===== src/hw/rtl/tfp_pkg.sv =====
package tfp_pkg;

   localparam int unsigned BYTE_W = 8;
   localparam int unsigned POS_W = 3;
   localparam int unsigned SEQ_W = 6;
   localparam int unsigned REQ_DATA_W = 16;
   localparam int unsigned RSP_DATA_W = 32;
   localparam int unsigned RSP_USER_W = 8;

   typedef enum logic [3:0] {
      EV_IGNORED  = 4'd0,
      EV_START    = 4'd1,
      EV_LENGTH   = 4'd2,
      EV_ID       = 4'd3,
      EV_PAYLOAD  = 4'd4,
      EV_SEQ_OK   = 4'd5,
      EV_DONE     = 4'd6,
      EV_CSUM_ERR = 4'd7,
      EV_SEQ_ERR  = 4'd8,
      EV_NO_START = 4'd9
   } event_type;

   typedef struct packed {
      logic [POS_W-1:0]  packet_position;
      logic [BYTE_W-1:0] rx_byte;
   } in_beat_type;

   typedef struct packed {
      event_type         event_res;
      logic [BYTE_W-1:0] msg_id;
      logic [BYTE_W-1:0] msg_len;
      logic [BYTE_W-1:0] payload_index;
      logic [BYTE_W-1:0] payload_byte;
   } result_type;

endpackage


===== src/hw/rtl/tfp_in_reg.sv =====
module tfp_in_reg (
   input  logic                             clock,
   input  logic                             reset,
   input  logic                             req_tvalid,
   output logic                             req_tready,
   input  logic [tfp_pkg::REQ_DATA_W-1:0]   req_tdata,
   input  logic                             advance,
   output logic                             beat_valid,
   output tfp_pkg::in_beat_type             beat
);

   logic                 valid_ff;
   logic                 valid_in;
   tfp_pkg::in_beat_type beat_ff;

   assign req_tready = !valid_ff || advance;
   assign valid_in = (req_tvalid && req_tready) || (valid_ff && !advance);

   always_ff @(posedge clock) begin
      if (reset) begin
         valid_ff <= 1'b0;
      end else begin
         valid_ff <= valid_in;
      end
      if (req_tvalid && req_tready) begin
         beat_ff.rx_byte <= req_tdata[tfp_pkg::BYTE_W-1:0];
         beat_ff.packet_position <=
            req_tdata[tfp_pkg::BYTE_W +: tfp_pkg::POS_W];
      end
   end

   assign beat_valid = valid_ff;
   assign beat = beat_ff;

endmodule


===== src/hw/rtl/tfp_parser.sv =====
module tfp_parser (
   input  logic                   clock,
   input  logic                   reset,
   input  logic                   advance,
   input  tfp_pkg::in_beat_type   beat,
   output tfp_pkg::result_type    result
);

   typedef enum logic [2:0] {
      PH_IDLE    = 3'd0,
      PH_ERROR   = 3'd1,
      PH_START   = 3'd2,
      PH_LEN     = 3'd3,
      PH_ID      = 3'd4,
      PH_SEQ     = 3'd5,
      PH_PAYLOAD = 3'd6,
      PH_DONE    = 3'd7
   } phase_type;

   phase_type                      phase_ff, phase_in;
   logic [tfp_pkg::BYTE_W-1:0]     sum_ff, sum_in;
   logic [tfp_pkg::BYTE_W-1:0]     length_ff, length_in;
   logic [tfp_pkg::BYTE_W-1:0]     ident_ff, ident_in;
   logic [tfp_pkg::SEQ_W-1:0]      seq_ff, seq_in;
   logic [tfp_pkg::BYTE_W-1:0]     index_ff, index_in;
   logic [tfp_pkg::BYTE_W:0]       raw_sum;
   logic [tfp_pkg::BYTE_W-1:0]     sum_plus;
   logic [tfp_pkg::SEQ_W:0]        seq_expect;
   logic                           restart;
   logic                           pos_zero;

   // End-around carry: the carry out of the byte add is folded back in.
   assign raw_sum = {1'b0, sum_ff} + {1'b0, beat.rx_byte};
   assign sum_plus = raw_sum[tfp_pkg::BYTE_W-1:0]
                   + {{(tfp_pkg::BYTE_W-1){1'b0}}, raw_sum[tfp_pkg::BYTE_W]};
   assign seq_expect = {1'b0, seq_ff} + {{tfp_pkg::SEQ_W{1'b0}}, 1'b1};
   assign pos_zero = (beat.packet_position == '0);
   assign restart = pos_zero && (beat.rx_byte == '0);

   always_comb begin
      phase_in = phase_ff;
      sum_in = sum_ff;
      length_in = length_ff;
      ident_in = ident_ff;
      seq_in = seq_ff;
      index_in = index_ff;
      result.event_res = tfp_pkg::EV_IGNORED;
      result.payload_byte = '0;
      result.payload_index = '0;
      if (restart) begin
         sum_in = '0;
         length_in = '0;
         ident_in = '0;
         seq_in = '0;
         index_in = '0;
         phase_in = PH_START;
         result.event_res = tfp_pkg::EV_START;
      end else begin
         case (phase_ff)
            PH_IDLE, PH_ERROR: begin
               phase_in = PH_ERROR;
               result.event_res = tfp_pkg::EV_NO_START;
            end
            PH_START: begin
               length_in = beat.rx_byte;
               sum_in = sum_plus;
               phase_in = PH_LEN;
               result.event_res = tfp_pkg::EV_LENGTH;
            end
            PH_LEN: begin
               ident_in = beat.rx_byte;
               sum_in = sum_plus;
               phase_in = PH_ID;
               result.event_res = tfp_pkg::EV_ID;
            end
            PH_ID: begin
               result.payload_byte = beat.rx_byte;
               result.payload_index = index_ff;
               index_in = index_ff + 8'd1;
               sum_in = sum_plus;
               phase_in = PH_PAYLOAD;
               result.event_res = tfp_pkg::EV_PAYLOAD;
            end
            PH_PAYLOAD, PH_SEQ: begin
               if (phase_ff == PH_PAYLOAD && pos_zero) begin
                  sum_in = sum_plus;
                  if ({1'b0, beat.rx_byte[tfp_pkg::SEQ_W-1:0]} != seq_expect) begin
                     phase_in = PH_ERROR;
                     result.event_res = tfp_pkg::EV_SEQ_ERR;
                  end else begin
                     seq_in = beat.rx_byte[tfp_pkg::SEQ_W-1:0];
                     phase_in = PH_SEQ;
                     result.event_res = tfp_pkg::EV_SEQ_OK;
                  end
               end else if (index_ff < length_ff) begin
                  result.payload_byte = beat.rx_byte;
                  result.payload_index = index_ff;
                  index_in = index_ff + 8'd1;
                  sum_in = sum_plus;
                  phase_in = PH_PAYLOAD;
                  result.event_res = tfp_pkg::EV_PAYLOAD;
               end else if (sum_ff == beat.rx_byte) begin
                  phase_in = PH_DONE;
                  result.event_res = tfp_pkg::EV_DONE;
               end else begin
                  phase_in = PH_ERROR;
                  result.event_res = tfp_pkg::EV_CSUM_ERR;
               end
            end
            default: begin
               result.event_res = tfp_pkg::EV_IGNORED;
            end
         endcase
      end
      result.msg_len = length_in;
      result.msg_id = ident_in;
   end

   always_ff @(posedge clock) begin
      if (reset) begin
         phase_ff <= PH_IDLE;
         sum_ff <= '0;
         length_ff <= '0;
         ident_ff <= '0;
         seq_ff <= '0;
         index_ff <= '0;
      end else if (advance) begin
         phase_ff <= phase_in;
         sum_ff <= sum_in;
         length_ff <= length_in;
         ident_ff <= ident_in;
         seq_ff <= seq_in;
         index_ff <= index_in;
      end
   end

endmodule


===== src/hw/rtl/telemetry_frame_parser.sv =====
// Byte-serial parser for short telemetry messages spread over small link
// packets. Each request beat carries one received byte and its position in
// the link packet, and each beat produces exactly one response beat with an
// event code, the payload byte and its index when the event is a payload
// byte, and the current message length and identifier. The block takes one
// beat per cycle while the response side is not stalled. An accepted request
// beat is held in the input register; the parser updates the message state
// from it, and the result register loads the result as the response beat.
// Backpressure on the response side stalls the pipeline without losing beats.
module telemetry_frame_parser (
   input  logic                               clock,
   input  logic                               reset,
   input  logic                               req_tvalid,
   output logic                               req_tready,
   // [7:0] rx_byte, [10:8] packet_position, [15:11] zero
   input  logic [tfp_pkg::REQ_DATA_W-1:0]     req_tdata,
   output logic                               rsp_tvalid,
   input  logic                               rsp_tready,
   // [7:0] payload_byte, [15:8] payload_index, [23:16] msg_len, [31:24] msg_id
   output logic [tfp_pkg::RSP_DATA_W-1:0]     rsp_tdata,
   // [3:0] event_res, [7:4] zero
   output logic [tfp_pkg::RSP_USER_W-1:0]     rsp_tuser
);

   logic                  beat_valid;
   logic                  advance;
   logic                  out_valid_ff;
   logic                  out_valid_in;
   tfp_pkg::in_beat_type  beat;
   tfp_pkg::result_type   result;
   tfp_pkg::result_type   result_ff;

   assign advance = beat_valid && (!out_valid_ff || rsp_tready);
   assign out_valid_in = advance || (out_valid_ff && !rsp_tready);

   tfp_in_reg u_in_reg (
      .clock      (clock),
      .reset      (reset),
      .req_tvalid (req_tvalid),
      .req_tready (req_tready),
      .req_tdata  (req_tdata),
      .advance    (advance),
      .beat_valid (beat_valid),
      .beat       (beat)
   );

   tfp_parser u_parser (
      .clock   (clock),
      .reset   (reset),
      .advance (advance),
      .beat    (beat),
      .result  (result)
   );

   always_ff @(posedge clock) begin
      if (reset) begin
         out_valid_ff <= 1'b0;
      end else begin
         out_valid_ff <= out_valid_in;
      end
      if (advance) begin
         result_ff <= result;
      end
   end

   assign rsp_tvalid = out_valid_ff;
   assign rsp_tdata = {result_ff.msg_id, result_ff.msg_len,
                       result_ff.payload_index, result_ff.payload_byte};
   assign rsp_tuser = {{(tfp_pkg::RSP_USER_W-4){1'b0}}, result_ff.event_res};

endmodule


===== config.mk =====
export PLATFORM = sky130hd
export DESIGN_NAME = telemetry_frame_parser
export DESIGN_NICKNAME = d
export VERILOG_FILES = /design/src/hw/rtl/tfp_pkg.sv /design/src/hw/rtl/tfp_in_reg.sv /design/src/hw/rtl/tfp_parser.sv /design/src/hw/rtl/telemetry_frame_parser.sv
export SDC_FILE = /design/constraint.sdc
export NUM_CORES = 1
export LEC_CHECK = 0
export BUFFER_PORTS_ARGS = -buffer_cell sky130_fd_sc_hd__buf_2
export CAP_MARGIN = 20
export CORE_MARGIN = 5
export CORE_UTILIZATION = 53
export CTS_CLUSTER_DIAMETER = 200
export DETAILED_ROUTE_END_ITERATION = 12
export HOLD_SLACK_MARGIN = 0.1
export PLACE_DENSITY = 0.74
export SETUP_SLACK_MARGIN = 0.3
export SYNTH_ARGS = -nofsm -noshare
export SYNTH_HDL_FRONTEND = slang
export SYNTH_HIERARCHICAL = 1
export SYNTH_SLANG_ARGS = --single-unit

===== constraint.sdc =====
create_clock -name clock -period 5.8 [get_ports clock]
set_clock_uncertainty 0.1 [all_clocks]
set_input_delay 0.29 -clock clock [delete_from_list [all_inputs] [get_ports clock]]
set_output_delay 0.29 -clock clock [all_outputs]
set_load 0.05 [all_outputs]

==> impl_metrics.tcl, run 1 <==
set metrics [dict create \
    clkLatencyLatePin_ps 360 \
    p_sw_w 0.0003937 \
    ys_seq_area_share_pct 50.14 \
    cellPowerDensity_nw_per_um2 262.3 \
    cts.clk_slew.worst_paths_ps 100 \
    max_freq_mhz 315.8 \
    io_buffers 52 \
    cts_inserted_buffers 9 \
    tightest_slew_ps 884.1 \
    swShare_pct 29.05 \
    crit-reg2reg-capture "u_parser/sum_ff[7]" \
    hold_class "in2reg" \
    cts_tree "yes" \
    synth.cell_area_um2 4532 \
    dr.pass1.iters 5 \
    p_int_w 0.0009616 \
    syn_to_final_growth_pct 14.03 \
    vias 3393 \
    chipWidth_um 102.5 \
    ys_types 56 \
    die_h_um 102.5 \
    remaining_drc_errors 0 \
    gp_congestion 0.8388 \
    ys_seq_elements 90 \
    final_core_util_pct 62.58 \
    cp-start-kind "flip-flop" \
    grtUsageTotal_pct 19.23 \
    leakage_nw 2.098 \
    ant_nets 0 \
    io_pins 62 \
    synth_edf_count 47 \
    p_comb_share_pct 14.0 \
    critical_path_required_ps 5950 \
    endpoint "u_parser/sum_ff[7]" \
    path_max_fanout 7 \
    yosysMostFrequentCell "nor2_1" \
    routed_wl_um 9396 \
    fin_setup_tns_ps 0 \
    htreeDepth 3 \
    ff2ff_path_depth 15 \
    rrSetupSlack_ps 2630 \
    via_per_inst 5.599 \
    overflow 0 \
    async_flop_share_pct 0 \
    root_buffer "clkbuf_8" \
    dieArea_um2 10500 \
    setup_viol 0 \
    start_util_pct 54.88 \
    pwr-share-seq_pct 52.9 \
    yosys_warnings 6 \
    antenna_found_initial 0 \
    rsz0062_at_grt "no" \
    whs_path_depth 2 \
    status "finished, final reports clean" \
    path_class "reg2reg" \
    drv_slew 0 \
    cap_violations 0 \
    dp_hpwl_um 6260 \
    cts_buffer_depth 2 \
    ys_top_cells_by_area "edfxtp_1 31%, dfxtp_1 19%, mux2i_1 6.8%" \
    grt_first_pass_wirelength_um 15700 \
    synth_flop_cell "edfxtp_1" \
    wire_per_inst_um 15.50 \
    cp-end-kind "flip-flop" \
    grt_pass1_vias 3297 \
    finalHoldViolCount 0 \
    diodes 0 \
    cts_sinks 90 \
    core_area_um2 8258 \
    grt_start_max_net_pins 65 \
    syn_area_per_cell_um2 10.39 \
    synth_common_cells "71 x nor2_1, 47 x edfxtp_1, 43 x dfxtp_1" \
    slew_headroom_pct 41.06 \
    rows 33 \
    min_from "reset" \
    nFillCells 691 \
    drive_gt1_share_pct 16.77 \
    ir_drop_mv 0.1976 \
    fin_crit_ps 3166 \
    worstReg2RegStart "u_in_reg/beat[0]" \
    dr.first_iter.drc_count 244 \
    num-nets-final 536 \
    syn_inst 436 \
    pwr-share-clk_pct 33.1 \
    min_period_over_period_pct 54.59 \
    synth_top_area_share_pct 31.14 \
    yosysTopAreaCell "edfxtp_1" \
    critical_path_arrival_ps 3310 \
    critPathLaunch "u_in_reg/beat[0]" \
]
## critical path: stages, from the launching register on
cell	delay [ps]
edfxtp_1	540
ha_1	260
inv_1	70
fa_1	400
nor2b_1	170
o31a_1	190
nor3_1	70
nor2_1	90
o21ai_0	70
nand2b_1	90
ha_1	190
and3_1	200
nand3_1	130
nor3_1	250
xnor2_1	140
o21ai_0	80
## routing by layer
layer / global-route usage [%] / vias up / wire length [µm]
met5: 0 / - / 0
met4: 8.274 / 0 / 214
met3: 4.710 / 16 / 541
met2: 31.58 / 99 / 4561
met1: 24.12 / 1615 / 4080
li1: - / 1663 / -
## cells in the final DEF, fill, tap and decap left out, types with 2 or more instances in the layout
cell and instances:
nor2_1 71, buf_2 52, edfxtp_1 47, dfxtp_1 43
mux2i_1 31, a21oi_1 25, ha_1 19, inv_1 17
and2_1 16, nand2_1 15, o21ai_0 15, dlygate4sd3_1 13
nand3_1 13, xnor2_1 12, clkbuf_8 9, nor3_1 9
xor2_1 7, a22oi_1 7, nand2b_1 5, a21o_1 5
o31ai_1 5, or3_1 5, conb_1 4, and3_1 4
a21oi_2 3, inv_6 3, o21a_1 3, nand4_1 3
nor4_1 3, nand2b_4 2, and2_4 2, clkinvlp_4 2
nor4_2 2, nor2b_1 2, o211ai_1 2, nand3b_1 2
or4_1 2
## metrics by stage
step	setup slack, ps	area, µm²	hold WS (ps)	total power, W	cells
4_1_cts	2654	5167	374.1	0.001361	606
2_1_floorplan	3012	4543	252.4	0.0008760	439
5_1_grt	2406	5167	383.5	0.001409	606
3_3_place_gp	2678	4831	365.9	0.0009106	577
3_5_place_dp	2672	4831	368.1	0.0009141	577
6_report	2634	5167	378.1	0.001355	606
## logic make-up after synthesis
family	share of synthesized area, %
compound gates	11.84
xor+xnor	3.672
fa+ha+maj	5.688
buf+inv	3.700
flops	50.14
mux	6.847
other cells	0.08275
simple gates	18.03
## registers in the layout (all words and copies together), names as in the netlist
register             cells
rsp_tdata               32
u_parser/ident_ff        8
u_parser/length_ff       8
u_parser/seq_ff          6
u_in_reg/beat           11
u_in_reg/beat_valid      1
u_parser/index_ff        8
u_parser/sum_ff          8
u_parser/phase_ff        3
rsp_tvalid               1
rsp_tuser                4
## power groups by stage
stage	Sequential [W]	Clock [W]	Combinational, W
after floorplan	0.000774	0	0.000102
after global placement	0.000731	0	0.000180
after detailed placement	0.000732	0	0.000182
after CTS	0.000717	0.000455	0.000189
after global routing	0.000720	0.000484	0.000205
final	0.000717	0.000448	0.000190
## timing repair
| item | CTS | global route |
|---|---|---|
| hold buffers | 13 | 0 |
| gates resized for setup | 0 | 0 |
| endpoints found under the hold margin | 13 | 0 |
| setup buffers | 0 | 0 |
## worst min-delay path by stage
stage	end	slack (ps)
6_report	u_parser/ident_ff[2]	380
5_1_grt	u_parser/ident_ff[3]	380
4_1_cts	u_parser/seq_ff[0]	370
3_5_place_dp	u_in_reg/beat[1]	370
3_3_place_gp	u_in_reg/beat[6]	370
2_1_floorplan	rsp_tvalid	250
## final cells by class
| cell class | count | area, µm² | share of cell area, % |
|---|---|---|---|
| Inverter | 17 | 63.81 | 1.235 |
| Sequential cell | 90 | 2272 | 43.97 |
| Timing Repair Buffer | 65 | 390.4 | 7.554 |
| Clock buffer | 9 | 123.9 | 2.397 |
| Tap cell | 105 | 131.4 | 2.542 |
| Clock inverter | 7 | 82.58 | 1.598 |
| Multi-Input combinational cell | 313 | 2103 | 40.70 |
No activity file was read; power rests on OpenSTA's default activity.
==> run 2: changes to the inputs <==
--- a/config.mk
+++ b/config.mk
@@ -5,14 +5,15 @@
 export SDC_FILE = /design/constraint.sdc
 export NUM_CORES = 1
 export LEC_CHECK = 0
+export ABC_AREA = 1
 export BUFFER_PORTS_ARGS = -buffer_cell sky130_fd_sc_hd__buf_2
 export CAP_MARGIN = 20
 export CORE_MARGIN = 5
-export CORE_UTILIZATION = 53
+export CORE_UTILIZATION = 52
 export CTS_CLUSTER_DIAMETER = 200
 export DETAILED_ROUTE_END_ITERATION = 12
 export HOLD_SLACK_MARGIN = 0.1
-export PLACE_DENSITY = 0.74
+export PLACE_DENSITY = 0.76
 export SETUP_SLACK_MARGIN = 0.3
 export SYNTH_ARGS = -nofsm -noshare
 export SYNTH_HDL_FRONTEND = slang
==> constraint.sdc (replaced) <==
create_clock -name clock -period 2.9 [get_ports clock]
set_clock_uncertainty 0.1 [all_clocks]
set_input_delay 0.145 -clock clock [delete_from_list [all_inputs] [get_ports clock]]
set_output_delay 0.145 -clock clock [all_outputs]
set_load 0.05 [all_outputs]
==> run 2 against run 1 <==
  * Non-clock buffer count grew 10
  * Maximum frequency is 22% higher
  * Clock power increased by 100%
  * Register-to-register slack worse by 2300 ps
  * Synthesized cell count increased by 31%
  * Core utilization increased by 0.21 points
  * Power increased by 110%
  * Largest cell class unchanged
==> impl_metrics.tcl, run 2 <==
set metrics [dict create \
    finalHoldViolCount 0 \
    async_flop_share_pct 0 \
    rsz0062_at_grt "yes" \
    min_period_over_period_pct 89.24 \
    ys_types 47 \
    chipWidth_um 104.8 \
    start_util_pct 53.59 \
    synth_flop_cell "edfxtp_1" \
    synth_common_cells "146 x nand2_1, 67 x inv_1, 52 x a21oi_1" \
    whs_path_depth 2 \
    nFillCells 701 \
    via_per_inst 5.356 \
    syn_inst 570 \
    setup_viol 0 \
    root_buffer "clkbuf_8" \
    ir_drop_mv 0.2151 \
    cts_sinks 90 \
    hold_class "in2reg" \
    grt_pass1_vias 3767 \
    cap_violations 0 \
    rrSetupSlack_ps 310 \
    drive_gt1_share_pct 19.72 \
    antenna_found_initial 0 \
    cts_tree "yes" \
    wire_per_inst_um 13.77 \
    critical_path_arrival_ps 2790 \
    whs_endpoint "u_in_reg/beat_valid" \
    overflow 0 \
    io_buffers 52 \
    cts.clk_slew.worst_paths_ps 90 \
    dr.pass1.iters 5 \
    io_pins 62 \
    fin_crit_ps 2588 \
    min_from "reset" \
    num-nets-final 679 \
    vias 4028 \
    cp-start-kind "flip-flop" \
    cts_buffer_depth 2 \
    largest_reg_flops 32 \
    fin_setup_tns_ps 0 \
    ys_seq_area_share_pct 48.62 \
    synth_edf_count 47 \
    worstReg2RegStart "u_in_reg/beat[0]" \
    gp_congestion 0.8991 \
    crit-reg2reg-capture "u_parser/sum_ff[7]" \
    dp_hpwl_um 7320 \
    ff2ff_path_depth 17 \
    yosys_warnings 6 \
    yosysMostFrequentCell "nand2_1" \
    status "finished, final reports clean" \
    grt_first_pass_wirelength_um 17240 \
    path_class "reg2reg" \
    ys_seq_elements 90 \
    htreeDepth 3 \
    core_area_um2 8721 \
    final_common_cell "nand2_1" \
    path_max_fanout 3 \
    slew_headroom_pct 61.39 \
    grt_start_max_net_pins 40 \
    die_h_um 104.8 \
    cellPowerDensity_nw_per_um2 515.7 \
    dr.first_iter.drc_count 252 \
    finalWorstSetupSlack_ps 312.1 \
    remaining_drc_errors 0 \
    synth.cell_area_um2 4673 \
    syn_to_final_growth_pct 17.16 \
    grtUsageTotal_pct 18.89 \
    tightest_slew_ps 578.4 \
    syn_area_per_cell_um2 8.199 \
    routed_wl_um 10360 \
    cp-end-kind "flip-flop" \
    drv_slew 0 \
    layout_common_cells "144 x nand2_1, 65 x inv_1, 52 x buf_2, 49 x a21oi_1, 47 x edfxtp_1" \
    cts_inserted_buffers 9 \
    rows 34 \
    clkLatencyLatePin_ps 370 \
    dieArea_um2 10980 \
    synth_top_area_share_pct 30.20 \
    yosysTopAreaCell "edfxtp_1" \
    pre_cts_slack_ps 85.21 \
    critical_path_required_ps 3100 \
    max_freq_mhz 386.4 \
    diodes 0 \
    leakage_nw 2.404 \
    ys_top_cells_by_area "edfxtp_1 30%, dfxtp_1 18%, nand2_1 12%" \
    ant_nets 0 \
]
==> run 2: critical path, cell delays in order (launching register included) <==
cell      delay, ps
edfxtp_1        370
ha_2            190
inv_2            40
fa_2            340
inv_2            70
nand4_1         130
nand3_2         110
a21oi_2          50
o21bai_1        130
ha_2            200
nand2_2          70
nor2_4          120
nand3_4         110
nor2_4          150
nand3_1          90
nand2_1          60
nand3_1          70
a21oi_1         110
==> run 2: layer usage <==
metal | share of wire [%] | GRT usage (%) | vias to the layer above
met4 | 1.9 | 7.397 | 0
met1 | 41 | 23.51 | 1834
met5 | 0 | 0 | -
met3 | 5.7 | 3.021 | 19
li1 | - | - | 2016
met2 | 51 | 32.78 | 159
==> run 2: cells by family after synthesis <==
kind of cell / share of synthesized area [%]
xor gates and xnor gates: 1.124
adders and majority gates: 5.515
DFF: 48.62
AOI/OAI and AO/OA: 11.54
other: 0.08024
and+or+nand+nor: 24.61
buffers and inverters: 8.514
==> run 2: report_power, final <==
part | leakage, nW | switching (W) | total, W | internal (W)
registers | 0.806 | 0.0000311 | 0.00145 | 0.00141
clock network | 0.104 | 0.000495 | 0.000910 | 0.000415
logic | 1.49 | 0.000337 | 0.000468 | 0.000131
==> run 2: through the flow <==
step	cell area [µm²]	utilization [%]	hold slack (ps)	power [W]	std cells
floorplan	4696	-	107.4	0.001813	573
global placement	5040	57.79	220.9	0.001900	719
detailed placement	5040	57.79	223.1	0.001913	719
CTS	5409	62.02	132.0	0.002826	751
global route	5475	62.78	168.5	0.002931	752
finish	5475	62.78	143.2	0.002823	752
==> run 2: how the worst max path moves through the flow <==
stage / startpoint / end / slack, ps
6_report: u_in_reg/beat[0] / u_parser/sum_ff[7] / 310
3_3_place_gp: u_in_reg/beat[0] / u_parser/sum_ff[7] / 190
3_5_place_dp: u_in_reg/beat[0] / u_parser/sum_ff[7] / 90
2_1_floorplan: u_in_reg/beat[0] / u_parser/sum_ff[7] / 370
5_1_grt: u_in_reg/beat[0] / u_parser/sum_ff[7] / 80
4_1_cts: u_in_reg/beat[0] / u_parser/sum_ff[7] / 280
==> run 2: layout make-up <==
class	count	area, µm²	area share (%)
clock buffer	9	123.9	2.262
clock inverter	7	82.58	1.508
inverter	80	301.5	5.507
multi-input combinational	383	2095	38.25
sequential	90	2272	41.50
tap	108	135.1	2.468
timing repair buffer	75	465.4	8.501
==> run 2: repair_timing <==
item / in CTS / in global routing
hold buffers: 13 / 0
hold endpoints to repair: 13 / 0
cloned: 0 / 0
pin swaps: 5 / 5
setup endpoints to repair: 4 / 6
resized for setup: 5 / 17
buffers inserted: 3 / 1
==> run 3: changes to the inputs <==
--- a/config.mk
+++ b/config.mk
@@ -11,9 +11,11 @@
 export CORE_MARGIN = 5
 export CORE_UTILIZATION = 52
 export CTS_CLUSTER_DIAMETER = 200
+export CTS_CLUSTER_SIZE = 12
 export DETAILED_ROUTE_END_ITERATION = 12
 export HOLD_SLACK_MARGIN = 0.1
 export PLACE_DENSITY = 0.76
+export RECOVER_POWER = 50
 export SETUP_SLACK_MARGIN = 0.3
 export SYNTH_ARGS = -nofsm -noshare
 export SYNTH_HDL_FRONTEND = slang
==> run 3 against run 2 <==
  * Via count increased by 0.25%
  * Largest cell class unchanged
  * Non-clock buffer count did not move
  * Critical path depth down 1
  * Critical path type unchanged
  * Register-to-register slack about the same
  * Largest power group unchanged
  * Critical endpoint is now u_parser/sum_ff[6]
==> impl_metrics.tcl, run 3 (synthesis gave the netlist of run 2 again) <==
set metrics [dict create \
    start_util_pct 53.59 \
    ant_nets 0 \
    syn_to_final_growth_pct 15.96 \
    die_h_um 104.8 \
    max_freq_mhz 384.8 \
    path_class "reg2reg" \
    critical_path_arrival_ps 2800 \
    ir_drop_mv 0.2182 \
    cts_buffer_depth 2 \
    grtUsageTotal_pct 18.89 \
    dr.pass1.iters 5 \
    htreeDepth 3 \
    final_common_cell "nand2_1" \
    hold_class "in2reg" \
    io_pins 62 \
    grt_first_pass_wirelength_um 17240 \
    tightest_slew_ps 1072 \
    finalHoldViolCount 0 \
    grt_pass1_vias 3767 \
    core_area_um2 8721 \
    dieArea_um2 10980 \
    dr.first_iter.drc_count 256 \
    cts_inserted_buffers 9 \
    setup_viol 0 \
    min_period_over_period_pct 89.62 \
    fin_setup_tns_ps 0 \
    wire_per_inst_um 13.88 \
    largest_reg_flops 32 \
    cts_tree "yes" \
    via_per_inst 5.370 \
    cap_violations 0 \
    remaining_drc_errors 0 \
    critical_path_required_ps 3100 \
    cts.clk_slew.worst_paths_ps 90 \
    rsz0062_at_grt "yes" \
    gp_congestion 0.8991 \
    num-nets-final 679 \
    drv_slew 0 \
    io_buffers 52 \
    antenna_found_initial 0 \
    fin_crit_ps 2599 \
    clkLatencyLatePin_ps 370 \
    layout_common_cells "144 x nand2_1, 67 x inv_1, 49 x a21oi_1, 47 x edfxtp_1, 43 x dfxtp_1" \
    diodes 0 \
    rows 34 \
    path_max_fanout 3 \
    cts_sinks 90 \
    slew_headroom_pct 28.51 \
    root_buffer "clkbuf_8" \
    overflow 0 \
    drive_gt1_share_pct 13.35 \
    cp-end-kind "flip-flop" \
    status "finished, final reports clean" \
    dp_hpwl_um 7320 \
    leakage_nw 2.286 \
    vias 4038 \
    routed_wl_um 10440 \
    total_power_w 0.002814 \
    chipWidth_um 104.8 \
    grt_start_max_net_pins 40 \
    cellPowerDensity_nw_per_um2 519.3 \
    cp-start-kind "flip-flop" \
]
-- run 3: worst paths after layout --
path	start	to	slack, ps	cells after the start
worst min-delay path	reset	u_in_reg/beat_valid	140	2
worst max register to register	u_in_reg/beat[0]	u_parser/sum_ff[6]	300	16
worst max-delay path	u_in_reg/beat[0]	u_parser/sum_ff[6]	300	16
worst min register to register	u_parser/sum_ff[7]	u_parser/sum_ff[7]	370	2
-- run 3: metal layers --
| metal | vias up | part of all wire (%) | global-route usage [%] | wire length, µm |
|---|---|---|---|---|
| li1 | 2013 | - | - | - |
| met1 | 1875 | 42 | 23.51 | 4403 |
| met2 | 135 | 51 | 32.78 | 5332 |
| met3 | 15 | 5.2 | 3.021 | 541 |
| met4 | 0 | 1.5 | 7.397 | 160 |
| met5 | - | 0 | 0 | 0 |
-- run 3: critical path, stage by stage (launching register included) --
cell and delay [ps]:
edfxtp_1 370, ha_2 190, inv_2 40, fa_2 340, inv_2 70, nand4_1 130, nand3_2 110, a21oi_2 50
o21bai_1 130, ha_2 200, ha_1 170, nand4_1 160, nor2_2 150, nand2_1 60, nand2_1 50, nand3_1 70
a21oi_1 120
-- run 3: repair_timing --
item | 4_1_cts | 5_1_grt
buffers inserted | 3 | 1
endpoints found under the hold margin | 13 | 0
hold buffers | 13 | 0
pin swaps | 5 | 5
resized for setup | 5 | 17
endpoints found under the setup margin | 4 | 6
-- run 3: per-stage QoR --
stage	hold WS (ps)	instances	setup slack [ps]	cell area, µm²	utilization [%]
6_report	137.2	752	300.9	5419	62.14
5_1_grt	168.5	752	82.41	5419	62.14
4_1_cts	132.0	751	277.6	5409	62.02
3_5_place_dp	223.1	719	85.21	5040	57.79
3_3_place_gp	220.9	719	187.5	5040	57.79
2_1_floorplan	107.4	573	365.2	4696	-
-- run 3: report_power, final --
part	switching (W)	total (W)	internal [W]
combinational	0.000338	0.000457	0.000120
sequential	0.0000319	0.00145	0.00142
clock	0.000495	0.000910	0.000415
total	0.000864	0.00281	0.00195
-- run 3: final cells by class --
cell class,instances,area (µm²)
sequential,90,2272
multi-input combinational,383,2095
fill,729,3302
inverter,80,301.5
timing repair buffer,75,409.1
tap,108,135.1
clock inverter,7,82.58
clock buffer,9,123.9
